<file path="src/rtl/h3fd_pkg.sv">
// Shared types and constants of the HTTP/3 frame header deframer.
// No dependencies; used by every module of the block.
`default_nettype none

package h3fd_pkg;

    localparam int VAL_W   = 62;   // QUIC varint value width
    localparam int BYTE_W  = 8;
    localparam int ROLE_W  = 2;
    localparam int CNT_W   = 4;    // varint byte counters
    localparam int TDATA_W = 136;  // byte + kind + length, padded to bytes
    localparam int TUSER_W = 3;    // role + header_done

    // Byte role codes
    localparam logic [ROLE_W-1:0] ROLE_TYPE    = 2'd0;
    localparam logic [ROLE_W-1:0] ROLE_LENGTH  = 2'd1;
    localparam logic [ROLE_W-1:0] ROLE_PAYLOAD = 2'd2;

    // One classified word handed from the front end to the back end
    typedef struct packed {
        logic [BYTE_W-1:0] data_b;
        logic [ROLE_W-1:0] role;
        logic              first_b;   // first byte of a varint field
        logic              hdone;
        logic              fend;
        logic [VAL_W-1:0]  plen;
    } t_entry;

    localparam int ENTRY_W = $bits(t_entry);

endpackage

`default_nettype wire

</file>
<file path="src/rtl/http3_frame_header_deframer_core.sv">
// HTTP/3 frame header deframer, top level.
// Depends on h3fd_pkg, h3fd_front, h3fd_fifo and h3fd_back.
//
// Usage:
//   Slave stream carries one received byte per word (s_axis_tdata[7:0]).
//   Master stream returns one word per input byte:
//     tdata  [7:0]    byte_out, the input byte
//            [69:8]   frame_kind (zero on type bytes)
//            [131:70] payload_length (zero until the last length byte)
//     tuser  [1:0]    byte_role: 0 type, 1 length, 2 payload
//            [2]      header_done
//     tlast           frame_end, last byte of the frame
//   An accepted byte's word passes through the queue and then the output
//   register; one byte is taken per clock while the output side keeps up.
//   Throughput is set by the front end's per-byte varint/countdown update,
//   a single 62-bit shift-in or decrement plus zero compare per cycle.
//   A FIFO_DEPTH-word queue lets the front end keep accepting while the
//   output is stalled; s_axis_tready drops only once it is full.
//   Synchronous active-low reset returns the parser to the start of a frame
//   type field and empties the queue and output register.
`default_nettype none

module http3_frame_header_deframer_core #(
    parameter int FIFO_DEPTH = 4
) (
    input  wire logic          i_clk,
    input  wire logic          i_rst_n,
    input  wire logic          s_axis_tvalid,
    output logic               s_axis_tready,
    input  wire logic [7:0]    s_axis_tdata,   // [7:0] data_byte
    output logic               m_axis_tvalid,
    input  wire logic          m_axis_tready,
    output logic [135:0]       m_axis_tdata,   // byte_out, frame_kind, payload_length
    output logic [2:0]         m_axis_tuser,   // byte_role, header_done
    output logic               m_axis_tlast    // frame_end
);

    h3fd_pkg::t_entry  front_entry;
    h3fd_pkg::t_entry  q_entry;
    logic              push, pop, q_full, q_empty;

    // Accept whenever the queue has room
    assign s_axis_tready = !q_full;
    assign push          = s_axis_tvalid && s_axis_tready;

    h3fd_front u_front (
        .i_clk   (i_clk),
        .i_rst_n (i_rst_n),
        .i_push  (push),
        .i_data  (s_axis_tdata),
        .o_entry (front_entry)
    );

    h3fd_fifo #(
        .DEPTH (FIFO_DEPTH)
    ) u_fifo (
        .i_clk   (i_clk),
        .i_rst_n (i_rst_n),
        .i_push  (push),
        .i_entry (front_entry),
        .i_pop   (pop),
        .o_entry (q_entry),
        .o_full  (q_full),
        .o_empty (q_empty)
    );

    h3fd_back u_back (
        .i_clk    (i_clk),
        .i_rst_n  (i_rst_n),
        .i_avail  (!q_empty),
        .i_entry  (q_entry),
        .o_pop    (pop),
        .i_tready (m_axis_tready),
        .o_tvalid (m_axis_tvalid),
        .o_tdata  (m_axis_tdata),
        .o_tuser  (m_axis_tuser),
        .o_tlast  (m_axis_tlast)
    );

endmodule

`default_nettype wire

</file>
<file path="src/rtl/h3fd_front.sv">
// Front end: classifies each stream byte and decodes the length varint.
// Depends on h3fd_pkg.
`default_nettype none

module h3fd_front (
    input  wire logic                         i_clk,
    input  wire logic                         i_rst_n,
    input  wire logic                         i_push,
    input  wire logic [h3fd_pkg::BYTE_W-1:0]  i_data,
    output h3fd_pkg::t_entry                  o_entry
);

    typedef enum logic [1:0] {
        PH_TYPE    = 2'd0,
        PH_LEN     = 2'd1,
        PH_PAYLOAD = 2'd2
    } t_phase;

    t_phase                          r_phase, n_phase;
    logic [h3fd_pkg::CNT_W-1:0]      r_total, n_total;
    logic [h3fd_pkg::CNT_W-1:0]      r_seen,  n_seen;
    logic [h3fd_pkg::VAL_W-1:0]      r_len,   n_len;
    logic [h3fd_pkg::VAL_W-1:0]      r_rem,   n_rem;

    logic [h3fd_pkg::CNT_W-1:0]      seen_eff, seen_inc, tot;
    logic                            first_b, done;
    logic [h3fd_pkg::VAL_W-1:0]      len_next, rem_dec;

    always_comb begin
        // unused phase code restarts a type field
        seen_eff = (r_phase == PH_TYPE || r_phase == PH_LEN) ? r_seen : '0;
        first_b  = (seen_eff == '0);
        tot      = first_b ? (h3fd_pkg::CNT_W'(1) << i_data[7:6]) : r_total;
        seen_inc = seen_eff + h3fd_pkg::CNT_W'(1);
        done     = (seen_inc >= tot);
        len_next = first_b ? {56'd0, i_data[5:0]} : {r_len[53:0], i_data};
        rem_dec  = r_rem - h3fd_pkg::VAL_W'(1);

        n_phase = r_phase;
        n_total = r_total;
        n_seen  = r_seen;
        n_len   = r_len;
        n_rem   = r_rem;

        o_entry         = '0;
        o_entry.data_b  = i_data;
        o_entry.first_b = first_b;

        case (r_phase)
            PH_LEN: begin
                o_entry.role = h3fd_pkg::ROLE_LENGTH;
                n_total      = tot;
                n_len        = len_next;
                n_seen       = done ? '0 : seen_inc;
                if (done) begin
                    o_entry.hdone = 1'b1;
                    o_entry.plen  = len_next;
                    if (len_next == '0) begin
                        o_entry.fend = 1'b1;
                        n_phase      = PH_TYPE;
                    end else begin
                        n_rem   = len_next;
                        n_phase = PH_PAYLOAD;
                    end
                end
            end
            PH_PAYLOAD: begin
                o_entry.role = h3fd_pkg::ROLE_PAYLOAD;
                o_entry.plen = r_len;
                n_rem        = rem_dec;
                if (rem_dec == '0) begin
                    o_entry.fend = 1'b1;
                    n_phase      = PH_TYPE;
                end
            end
            default: begin
                o_entry.role = h3fd_pkg::ROLE_TYPE;
                n_total      = tot;
                n_seen       = done ? '0 : seen_inc;
                n_phase      = done ? PH_LEN : PH_TYPE;
            end
        endcase
    end

    always_ff @(posedge i_clk) begin
        if (!i_rst_n) begin
            r_phase <= PH_TYPE;
            r_total <= '0;
            r_seen  <= '0;
            r_len   <= '0;
            r_rem   <= '0;
        end else if (i_push) begin
            r_phase <= n_phase;
            r_total <= n_total;
            r_seen  <= n_seen;
            r_len   <= n_len;
            r_rem   <= n_rem;
        end
    end

endmodule

`default_nettype wire

</file>
<file path="src/rtl/h3fd_fifo.sv">
// Short queue of classified words between front and back end.
// Depends on h3fd_pkg.
`default_nettype none

module h3fd_fifo #(
    parameter int DEPTH = 4
) (
    input  wire logic             i_clk,
    input  wire logic             i_rst_n,
    input  wire logic             i_push,
    input  wire h3fd_pkg::t_entry i_entry,
    input  wire logic             i_pop,
    output h3fd_pkg::t_entry      o_entry,
    output logic                  o_full,
    output logic                  o_empty
);

    localparam int PTR_W = (DEPTH > 1) ? $clog2(DEPTH) : 1;
    localparam int CNT_W = $clog2(DEPTH + 1);

    h3fd_pkg::t_entry   r_mem [DEPTH];
    logic [PTR_W-1:0]   r_wr, r_rd;
    logic [CNT_W-1:0]   r_cnt;

    function automatic logic [PTR_W-1:0] ptr_inc(input logic [PTR_W-1:0] p);
        ptr_inc = (p == PTR_W'(DEPTH - 1)) ? '0 : p + PTR_W'(1);
    endfunction

    assign o_full  = (r_cnt == CNT_W'(DEPTH));
    assign o_empty = (r_cnt == '0);
    assign o_entry = r_mem[r_rd];

    always_ff @(posedge i_clk) begin
        if (i_push) begin
            r_mem[r_wr] <= i_entry;
        end
    end

    always_ff @(posedge i_clk) begin
        if (!i_rst_n) begin
            r_wr  <= '0;
            r_rd  <= '0;
            r_cnt <= '0;
        end else begin
            if (i_push) begin
                r_wr <= ptr_inc(r_wr);
            end
            if (i_pop) begin
                r_rd <= ptr_inc(r_rd);
            end
            case ({i_push, i_pop})
                2'b10:   r_cnt <= r_cnt + CNT_W'(1);
                2'b01:   r_cnt <= r_cnt - CNT_W'(1);
                default: r_cnt <= r_cnt;
            endcase
        end
    end

endmodule

`default_nettype wire

</file>
<file path="src/rtl/h3fd_back.sv">
// Back end: decodes the frame type and drives the registered output word.
// Depends on h3fd_pkg.
`default_nettype none

module h3fd_back (
    input  wire logic                          i_clk,
    input  wire logic                          i_rst_n,
    input  wire logic                          i_avail,
    input  wire h3fd_pkg::t_entry              i_entry,
    output logic                               o_pop,
    input  wire logic                          i_tready,
    output logic                               o_tvalid,
    output logic [h3fd_pkg::TDATA_W-1:0]       o_tdata,
    output logic [h3fd_pkg::TUSER_W-1:0]       o_tuser,
    output logic                               o_tlast
);

    logic                              r_valid;
    logic [h3fd_pkg::VAL_W-1:0]        r_type, n_type;
    logic [h3fd_pkg::TDATA_W-1:0]      r_tdata;
    logic [h3fd_pkg::TUSER_W-1:0]      r_tuser;
    logic                              r_tlast;
    logic [h3fd_pkg::VAL_W-1:0]        kind;

    assign o_pop = i_avail && (!r_valid || i_tready);

    always_comb begin
        n_type = r_type;
        if (i_entry.role == h3fd_pkg::ROLE_TYPE) begin
            n_type = i_entry.first_b ? {56'd0, i_entry.data_b[5:0]}
                                     : {r_type[53:0], i_entry.data_b};
        end
        kind = (i_entry.role == h3fd_pkg::ROLE_TYPE) ? '0 : r_type;
    end

    always_ff @(posedge i_clk) begin
        if (!i_rst_n) begin
            r_valid <= 1'b0;
            r_type  <= '0;
        end else begin
            if (o_pop) begin
                r_valid <= 1'b1;
                r_type  <= n_type;
            end else if (i_tready) begin
                r_valid <= 1'b0;
            end
        end
    end

    always_ff @(posedge i_clk) begin
        if (o_pop) begin
            r_tdata <= {4'd0, i_entry.plen, kind, i_entry.data_b};
            r_tuser <= {i_entry.hdone, i_entry.role};
            r_tlast <= i_entry.fend;
        end
    end

    assign o_tvalid = r_valid;
    assign o_tdata  = r_tdata;
    assign o_tuser  = r_tuser;
    assign o_tlast  = r_tlast;

endmodule

`default_nettype wire
</file>
<file path="config.mk">
export PLATFORM = sky130hd
export DESIGN_NAME = http3_frame_header_deframer_core
export DESIGN_NICKNAME = d
export VERILOG_FILES = /design/src/rtl/h3fd_pkg.sv /design/src/rtl/http3_frame_header_deframer_core.sv /design/src/rtl/h3fd_front.sv /design/src/rtl/h3fd_fifo.sv /design/src/rtl/h3fd_back.sv
export SDC_FILE = /design/constraint.sdc
export NUM_CORES = 1
export LEC_CHECK = 0
export BUFFER_PORTS_ARGS = -buffer_cell sky130_fd_sc_hd__buf_2
export CAP_MARGIN = 10
export CORE_MARGIN = 2
export CORE_UTILIZATION = 45
export DETAILED_ROUTE_END_ITERATION = 8
export HOLD_SLACK_MARGIN = 0.12
export REMOVE_ABC_BUFFERS = 1
export SYNTH_ARGS = -nofsm -noshare
export SYNTH_HDL_FRONTEND = slang
export SYNTH_SLANG_ARGS = --single-unit
</file>
<file path="constraint.sdc">
create_clock -name i_clk -period 12.1 [get_ports i_clk]
set_clock_uncertainty 0.1 [all_clocks]
set_input_delay 1.815 -clock i_clk [delete_from_list [all_inputs] [get_ports i_clk]]
set_output_delay 1.815 -clock i_clk [all_outputs]
set_load 0.005 [all_outputs]
</file>
==> results of run 1 <==
[flip-flops by register name (all words and copies together), names as in the netlist, 3 cells and up, named ones only]
name	cells
u_front.r_total	4
u_front.r_rem	62
u_front.r_len	62
u_fifo.r_mem	300
u_back.r_type	62
u_fifo.r_cnt	3
u_back.o_tdata	132
u_front.r_seen	4
u_back.o_tuser	3
[metrics by stage]
step	power [mW]	area (sq um)
finish	7.21	30800
floorplan	4.48	26600
global route	7.60	30800
detailed placement	5.26	28600
CTS	7.28	30800
global placement	5.23	28600
[power breakdown]
| group | internal [mW] | switching [mW] |
|---|---|---|
| clock | 1.16 | 0.848 |
| sequential | 2.84 | 0.163 |
| combinational | 0.758 | 1.44 |
[logic make-up after synthesis]
logic type,after synthesis
compound gates,445
xor+xnor,23
fa+ha+maj,18
buf+inv,196
flops,642
mux,82
other cells,1
simple gates,751
[how the worst min path moves through the flow]
stage / to / slack [ns] / depth (start not counted) / startpoint
floorplan: u_back.r_type[54]$_SDFFE_PN0P_ / 0.34 / 2 / u_back.r_type[54]$_SDFFE_PN0P_
global placement: u_back.r_type[54]$_SDFFE_PN0P_ / 0.35 / 2 / u_back.r_type[54]$_SDFFE_PN0P_
detailed placement: u_back.r_type[54]$_SDFFE_PN0P_ / 0.35 / 2 / u_back.r_type[54]$_SDFFE_PN0P_
CTS: u_back.r_type[54]$_SDFFE_PN0P_ / 0.36 / 2 / u_back.r_type[54]$_SDFFE_PN0P_
finish: u_back.r_type[54]$_SDFFE_PN0P_ / 0.36 / 2 / u_back.r_type[54]$_SDFFE_PN0P_
global route: u_back.r_type[54]$_SDFFE_PN0P_ / 0.38 / 2 / u_back.r_type[54]$_SDFFE_PN0P_
[routing by layer]
layer / routed length, um / vias to the layer above
li1: - / 8312
met1: 29200 / 8820
met2: 30500 / 483
met3: 3250 / 101
met4: 1540 / 0
met5: 0 / -
[worst reg2reg max path, cell delays in order (launching register included)]
cell      delay, ns
dfxtp_1        0.34
inv_1          0.09
ha_1           0.50
nor2_1         0.21
nor2b_1        0.20
inv_1          0.06
ha_1           0.22
o21ai_4        0.23
buf_4          0.75
a21oi_1        0.20
ha_1           0.32
a21o_1         0.15
a21o_1         0.17
a21oi_1        0.61
nand2b_1       0.23
a21o_2         0.14
buf_4          0.64
o21ai_0        0.23
and2_1         0.20
[placed cells by master (no fill, tap or decap), drive strengths merged, types with 30 or more instances in the layout]
| cell type | synthesis | final |
|---|---|---|
| nor2b | 145 | 145 |
| and2 | 39 | 39 |
| a32oi | 56 | 56 |
| clkbuf | 139 | 96 |
| o21ai | 62 | 62 |
| nor3 | 34 | 34 |
| edfxtp | 436 | 436 |
| nand2 | 224 | 224 |
| buf | 27 | 174 |
| dfxtp | 206 | 206 |
| a21oi | 83 | 83 |
| nor4 | 45 | 45 |
| nor2 | 54 | 54 |
| inv | 30 | 30 |
| a21boi | 129 | 129 |
| nand3 | 119 | 119 |
| mux4 | 74 | 74 |
[final cells by class]
type                    instances  area [sq um]
fillers                      5119         29200
flip-flops and latches        642         17200
multi-input cells            1323          9350
clock buffers                  96          1960
well taps                     782           978
repair buffers                174           961
clock inverters                30           208
inverters                      30           113
==> flow_summary.ini, run 1 <==
[yosys]
synth_compound_area_frac = 0.114
ys_types = 67
synth-adder-area-share = 0.00855
synth_area_sq_mm = 0.0272
synth_top_area_cell = edfxtp_1
synthSimpleGateAreaFrac = 0.145
synth_top_family_by_area = simple AND/OR/NAND/NOR gates
yosysMostFrequentCell = edfxtp_1
synth-seq-area-share = 0.633
ys_top_cells_by_count = edfxtp_1 (436), nand2_1 (224), dfxtp_1 (206)
ys_ff_latch = 642
synth_xor_area_frac = 0.00740
yosys-top-cells-area = edfxtp_1 (48%), dfxtp_1 (15%), mux4_2 (6.1%), a21boi_0 (3.6%), nor2b_1 (3.3%)
syn_avg_cell_area_sq_um = 12.6
yosysTopAreaCellShare = 0.481
synthMuxAreaShare = 0.0642
synth-async-reset-ratio = 0
ys.flop_type = edfxtp_1
synth_edf_count = 436
syn_inst = 2158
ys.warnings.count = 0

[route]
drtIter0Drc = 1385
wl_per_cell_um = 21.0
via_count = 17700
via_per_inst = 5.76
wl_um = 64500
drc = 0
dr.pass1.iters = 5
ant_nets = 0

[clock_network]
cts_buffers = 69
clock-sinks = 642
holdBufCountCts = 0
cts_tree = built
clock_latency_ns = 0.60
cts_resized = 0
cts_buffer_depth = 3
cts_root_buffer = clkbuf_16
clkSlewWorstSetupHoldPaths_ns = 0.06
htree_levels = 3
post_cts_buffers = 0

[timing]
worst_pin_slew_ns = 1.07
whs_ns = 0.362
fmax_ghz = 0.175
worst_slack_ns = 6.39
setup_viol = 0
hold_viol = 0
grt_setup_unrepaired = no
tns_ns = 0
min_period_ns = 5.71
finalMaxSlewViolations = 0
period_share = 0.472
slew_headroom = 0.287

[worst_setup_path]
worstPathRequired_ns = 12.49
cp.arrival_ns = 6.10
crit_fanout = 77
cpLargestDelayFamily = compound AO/OA/AOI/OAI gates
worstSetupPathType = reg2reg
reg2reg_from = u_front.r_phase[1]$_SDFFE_PN0P_
slowest_stage = buf_4
startpoint = u_front.r_phase[1]$_SDFFE_PN0P_
crit_chain = inv_1 -> ha_1 -> nor2_1 -> nor2b_1 -> inv_1 -> ha_1 -> o21ai_4 -> buf_4 -> a21oi_1 -> ha_1 -> a21o_1 -> a21o_1 -> a21oi_1 -> nand2b_1 -> a21o_2 -> buf_4 -> o21ai_0 -> and2_1
crit_path_start_kind = register
worstReg2RegEnd = u_front.r_rem[55]$_SDFFE_PN0P_
cp-endpoint = u_front.r_rem[55]$_SDFFE_PN0P_
cp_common_cell = ha_1
cpPeakStageDelay_ns = 0.74
crit_buf_inv = 4
worstRegToRegCells = 18
worstSetupEndpointType = register
r2r_slack_ns = 6.39
path_depth = 18

[global_routing]
gr-usage-met2 = 0.324
met3_usage = 0.0281
grt-ovfl-total = 0
met1_usage = 0.293
grt_max_degree = 110
groute.usage.overall = 0.205
grt.busiest_layer = met2
grt_pass1_wl_um = 100000
grt_pass1_vias = 17100
antenna_found_initial = 0

[pwr]
leakage_nw = 10.4
p_per_area_mw_per_mm2 = 234
irDropWorstVdd_v = 0.000125

[flow_run]
cap_violations = 0

[die]
die_w_um = 250
fp.dieH_um = 250
die-area_sq_mm = 0.0624
start_util = 0.453
ios = 154
core-area_sq_mm = 0.0600
rows = 90

[layout]
area_delta_synth_final_pct = 13.2
drive_above_1_share = 0.177
final_util = 0.513
diodes = 0
nets = 2270
fin_cells = 3077

[status]
outcome = completed

[placed_design]
io_buffers = 149
dp_cells = 2949
gp_congestion = 0.908
hpwl_um = 39000
dp_worst_setup_slack_ns = 6.42

[hold_path]
hp-class = reg2reg
Power figures use the tool's default switching activity.
==> inputs of run 2 (changes only) <==
==> constraint.sdc (replaced) <==
create_clock -name i_clk -period 5.82 [get_ports i_clk]
set_clock_uncertainty 0.1 [all_clocks]
set_input_delay 0.873 -clock i_clk [delete_from_list [all_inputs] [get_ports i_clk]]
set_output_delay 0.873 -clock i_clk [all_outputs]
set_load 0.005 [all_outputs]
==> flow_summary.ini, run 2 (synthesis results as in run 1) <==
[clock_network]
cts_buffer_depth = 3
holdBufCountCts = 0
clock_latency_ns = 0.60
cts_root_buffer = clkbuf_16
cts_tree = built
htree_levels = 3
cts_resized = 0
post_cts_buffers = 0
cts_buffers = 68
clkSlewWorstSetupHoldPaths_ns = 0.06
clock-sinks = 642

[timing]
fmax_ghz = 0.210
grt_setup_unrepaired = no
period_share = 0.819
hold_viol = 0
worst_slack_ns = 1.05
slew_headroom = 0.424
worst_pin_slew_ns = 0.864
finalMaxSlewViolations = 0
min_period_ns = 4.77
setup_viol = 0
tns_ns = 0

[layout]
multi_input_area_sq_mm = 0.00935
seq_area_sq_mm = 0.0172
area_delta_synth_final_pct = 13.6
mostFrequentLayoutCell = edfxtp_1
drive_above_1_share = 0.178
diodes = 0
final_cell_mix = edfxtp_1 (436), nand2_1 (222), dfxtp_1 (204)
nets = 2275
fin_cells = 3083
design_area_sq_mm = 0.0309
largest_register_ffs = 300
top_register = u_fifo.r_mem
n_fill_cell = 5115

[flow_run]
cap_violations = 0

[placed_design]
dp_worst_setup_slack_ns = 1.13
gp_congestion = 0.912
hpwl_um = 40300
postPlaceCellArea_sq_mm = 0.0287
dp_cells = 2956
io_buffers = 149

[worst_setup_path]
cp.arrival_ns = 5.16
worstRegToRegCells = 19
worstSetupPathType = reg2reg
crit_fanout = 35
reg2reg_from = u_front.r_phase[1]$_SDFFE_PN0P_
worstPathRequired_ns = 6.21
crit_path_start_kind = register
r2r_slack_ns = 1.05
worstReg2RegEnd = u_front.r_rem[51]$_SDFFE_PN0P_
worstSetupEndpointType = register

[global_routing]
grt-ovfl-total = 0
antenna_found_initial = 0
groute.usage.overall = 0.211
grt_pass1_wl_um = 102000
grt_max_degree = 155
grt_pass1_vias = 17500

[die]
fp.dieH_um = 250
die-area_sq_mm = 0.0624
core-area_sq_mm = 0.0600
die_w_um = 250
start_util = 0.453
rows = 90
ios = 154

[pwr]
p_per_area_mw_per_mm2 = 493
irDropWorstVdd_v = 0.000292
leakage_nw = 10.4
finalPower_mw = 15.2

[route]
drtIter0Drc = 1086
wl_per_cell_um = 21.4
via_count = 17900
wl_um = 65800
ant_nets = 0
via_per_inst = 5.80
drc = 0
dr.pass1.iters = 6

[hold_path]
hp-class = reg2reg
holdPathEnd = u_back.r_type[58]$_SDFFE_PN0P_
hp-start = u_back.r_type[58]$_SDFFE_PN0P_
whs_path_depth = 2

[status]
outcome = completed
==> run 2: cell types whose count changed in the layout (fill, tap and decap cells not counted) <==
cell / delta
bufinv_16: +4
clkbuf_16: -2
clkbuf_8: -2
buf_4: +4
inv_6: +2
clkinv_2: -6
clkbuf_1: -2
clkinv_8: -1
clkinv_1: +5
clkinvlp_4: +2
buf_12: +2
==> run 2: how the worst max path moves through the flow <==
stage                                    start                             end  slack, ns  cells past startpoint
6_report       u_front.r_phase[1]$_SDFFE_PN0P_  u_front.r_rem[51]$_SDFFE_PN0P_       1.05                     19
5_1_grt        u_front.r_phase[1]$_SDFFE_PN0P_  u_front.r_rem[51]$_SDFFE_PN0P_       0.68                     19
4_1_cts        u_front.r_phase[1]$_SDFFE_PN0P_  u_front.r_rem[51]$_SDFFE_PN0P_       1.09                     20
3_5_place_dp   u_front.r_phase[1]$_SDFFE_PN0P_  u_front.r_rem[51]$_SDFFE_PN0P_       1.13                     20
3_3_place_gp   u_front.r_phase[1]$_SDFFE_PN0P_  u_front.r_rem[51]$_SDFFE_PN0P_       1.22                     19
2_1_floorplan                    m_axis_tready  u_back.r_type[10]$_SDFFE_PN0P_      -6.51                      5
==> run 2: worst max-delay path, stage by stage, from the launching register on <==
cell and delay (ns):
dfxtp_1 0.38, inv_1 0.08, ha_1 0.39, nor2_1 0.34, nor2b_1 0.11, inv_1 0.07, ha_1 0.19, o21ai_4 0.12
o31ai_1 0.31, ha_1 0.30, nand2b_1 0.14, a21o_1 0.17, a21o_1 0.17, a21oi_1 0.13, buf_4 0.19, nand2b_1 0.17
a21o_2 0.59, buf_4 0.30, a21oi_1 0.06, o221a_2 0.30
==> run 2: per-layer routing <==
layer | GRT usage | part of all wire | up-vias
met4 | 0.0735 | 0.024 | 0
met5 | 0 | 0 | -
met2 | 0.334 | 0.47 | 467
met3 | 0.0335 | 0.051 | 91
met1 | 0.296 | 0.46 | 9007
li1 | - | - | 8325
==> run 2: power by group <==
group	leakage (nW)	total [mW]	switching, mW	internal (mW)
sequential	5.92	6.27	0.362	5.91
combinational	3.42	4.68	3.04	1.64
clock	1.08	4.28	1.77	2.51
==> run 2: area by class of cell <==
class	instances	area share
Tap cell	782	0.0317
Sequential cell	642	0.557
Clock inverter	36	0.0108
Inverter	30	0.00364
Timing Repair Buffer	180	0.0334
Multi-Input combinational cell	1323	0.302
Clock buffer	90	0.0608
==> run 2: through the flow <==
| stage | hold WS (ns) | utilization |
|---|---|---|
| after global placement | 0.345 | 0.478 |
| after detailed placement | 0.355 | 0.478 |
| final | 0.359 | 0.515 |
| after floorplan | 0.336 | - |
| after global routing | 0.387 | 0.515 |
| after CTS | 0.363 | 0.515 |
==> inputs of run 3 (changes only) <==
==> constraint.sdc (replaced) <==
create_clock -name i_clk -period 4.6 [get_ports i_clk]
set_clock_uncertainty 0.1 [all_clocks]
set_input_delay 0.69 -clock i_clk [delete_from_list [all_inputs] [get_ports i_clk]]
set_output_delay 0.69 -clock i_clk [all_outputs]
set_load 0.005 [all_outputs]
==> flow_summary.ini, run 3 (synthesis results as in run 1) <==
[status]
outcome = completed

[timing]
hold_viol = 0
fmax_ghz = 0.242
period_share = 0.900
worst_pin_slew_ns = 1.12
finalMaxSlewViolations = 0
min_period_ns = 4.14
slew_headroom = 0.253
grt_setup_unrepaired = no
setup_viol = 0

[worst_setup_path]
worstReg2RegEnd = u_front.r_rem[31]$_SDFFE_PN0P_
crit_path_start_kind = register
reg2reg_from = u_front.r_phase[1]$_SDFFE_PN0P_
worstRegToRegCells = 18
worstSetupPathType = reg2reg
worstSetupEndpointType = register
r2r_slack_ns = 0.46
startpoint = u_front.r_phase[1]$_SDFFE_PN0P_
cp.arrival_ns = 4.53
crit_fanout = 35
worstPathRequired_ns = 4.99

[clock_network]
clock-sinks = 642
cts_resized = 0
clkSlewWorstSetupHoldPaths_ns = 0.06
cts_tree = built
clock_latency_ns = 0.60
post_cts_buffers = 0
cts_root_buffer = clkbuf_16
cts_buffer_depth = 3
holdBufCountCts = 0
cts_buffers = 69
htree_levels = 3

[pwr]
leakage_nw = 10.5
finalPower_mw = 19.3
irDropWorstVdd_v = 0.000392
p_per_area_mw_per_mm2 = 622

[global_routing]
grt_pass1_wl_um = 105000
grt-ovfl-total = 0
antenna_found_initial = 0
grt_pass1_vias = 17600
groute.usage.overall = 0.216
grt_max_degree = 186

[die]
die-area_sq_mm = 0.0624
start_util = 0.453
rows = 90
ios = 154
die_w_um = 250
core-area_sq_mm = 0.0600
fp.dieH_um = 250

[route]
drc = 0
via_count = 17900
via_per_inst = 5.78
wl_per_cell_um = 21.8
wl_um = 67500
ant_nets = 0
dr.pass1.iters = 5
drtIter0Drc = 1379

[hold_path]
hp-start = s_axis_tdata[4]
whs_path_depth = 1
hp-class = in2reg
holdPathEnd = u_fifo.r_mem[2][71]$_DFFE_PP_

[layout]
drive_above_1_share = 0.184
largest_register_ffs = 300
mostFrequentLayoutCell = edfxtp_1
area_delta_synth_final_pct = 13.8
fin_cells = 3098
top_register = u_fifo.r_mem
final_cell_mix = edfxtp_1 (436), nand2_1 (222), dfxtp_1 (204)
nets = 2295
diodes = 0

[flow_run]
cap_violations = 0

[placed_design]
gp_congestion = 0.917
dp_cells = 2976
io_buffers = 149
hpwl_um = 41700
[run 3: cell type report]
| type | count | area (sq um) |
|---|---|---|
| fill | 5142 | 29000 |
| tap | 782 | 978 |
| multi-input combinational | 1323 | 9340 |
| clock inverter | 27 | 226 |
| clock buffer | 95 | 1920 |
| timing repair buffer | 199 | 1170 |
| inverter | 30 | 113 |
| sequential | 642 | 17200 |
[run 3: power by group]
group / switching [mW] / internal, mW
logic: 3.88 / 2.16
clock network: 2.22 / 3.09
registers: 0.444 / 7.47
total: 6.55 / 12.7
[run 3: per-layer routing]
| layer | vias up | wire [um] | track usage |
|---|---|---|---|
| met5 | - | 0 | 0 |
| met4 | 0 | 1600 | 0.0675 |
| met3 | 101 | 3410 | 0.0329 |
| met2 | 480 | 32100 | 0.346 |
| met1 | 8977 | 30400 | 0.304 |
| li1 | 8355 | - | - |
[run 3: how the worst max path moves through the flow]
stage                                           endpoint  depth (start not counted)
after floorplan           u_back.r_type[10]$_SDFFE_PN0P_                          5
after global placement    u_front.r_rem[53]$_SDFFE_PN0P_                         18
after detailed placement  u_front.r_rem[31]$_SDFFE_PN0P_                         18
after CTS                 u_front.r_rem[31]$_SDFFE_PN0P_                         18
after global routing      u_front.r_rem[51]$_SDFFE_PN0P_                         18
final                     u_front.r_rem[31]$_SDFFE_PN0P_                         18
[run 3: stage by stage]
stage	utilization	setup slack (ns)	hold WS, ns	instance area [sq um]	TNS [ns]
4_1_cts	0.516	0.489	0.272	31000	0
5_1_grt	0.516	0.138	0.313	31000	0
3_5_place_dp	0.480	0.516	0.353	28800	0
2_1_floorplan	-	-7.55	0.336	26600	-3156.00
3_3_place_gp	0.480	0.587	0.343	28800	0
6_report	0.516	0.461	0.300	31000	0
[run 3: critical path: stages (launching register included)]
cell and delay [ns]:
dfxtp_1 0.39, inv_1 0.08, ha_1 0.22, nor2_1 0.27, nor2b_1 0.12, inv_1 0.07
ha_1 0.20, o21ai_4 0.16, o31ai_1 0.32, ha_1 0.29, nand2b_1 0.14, a21o_1 0.17
a21o_1 0.17, a21oi_1 0.16, nand2b_1 0.16, a21o_2 0.38, buf_12 0.25, a21oi_1 0.06
o221a_2 0.30
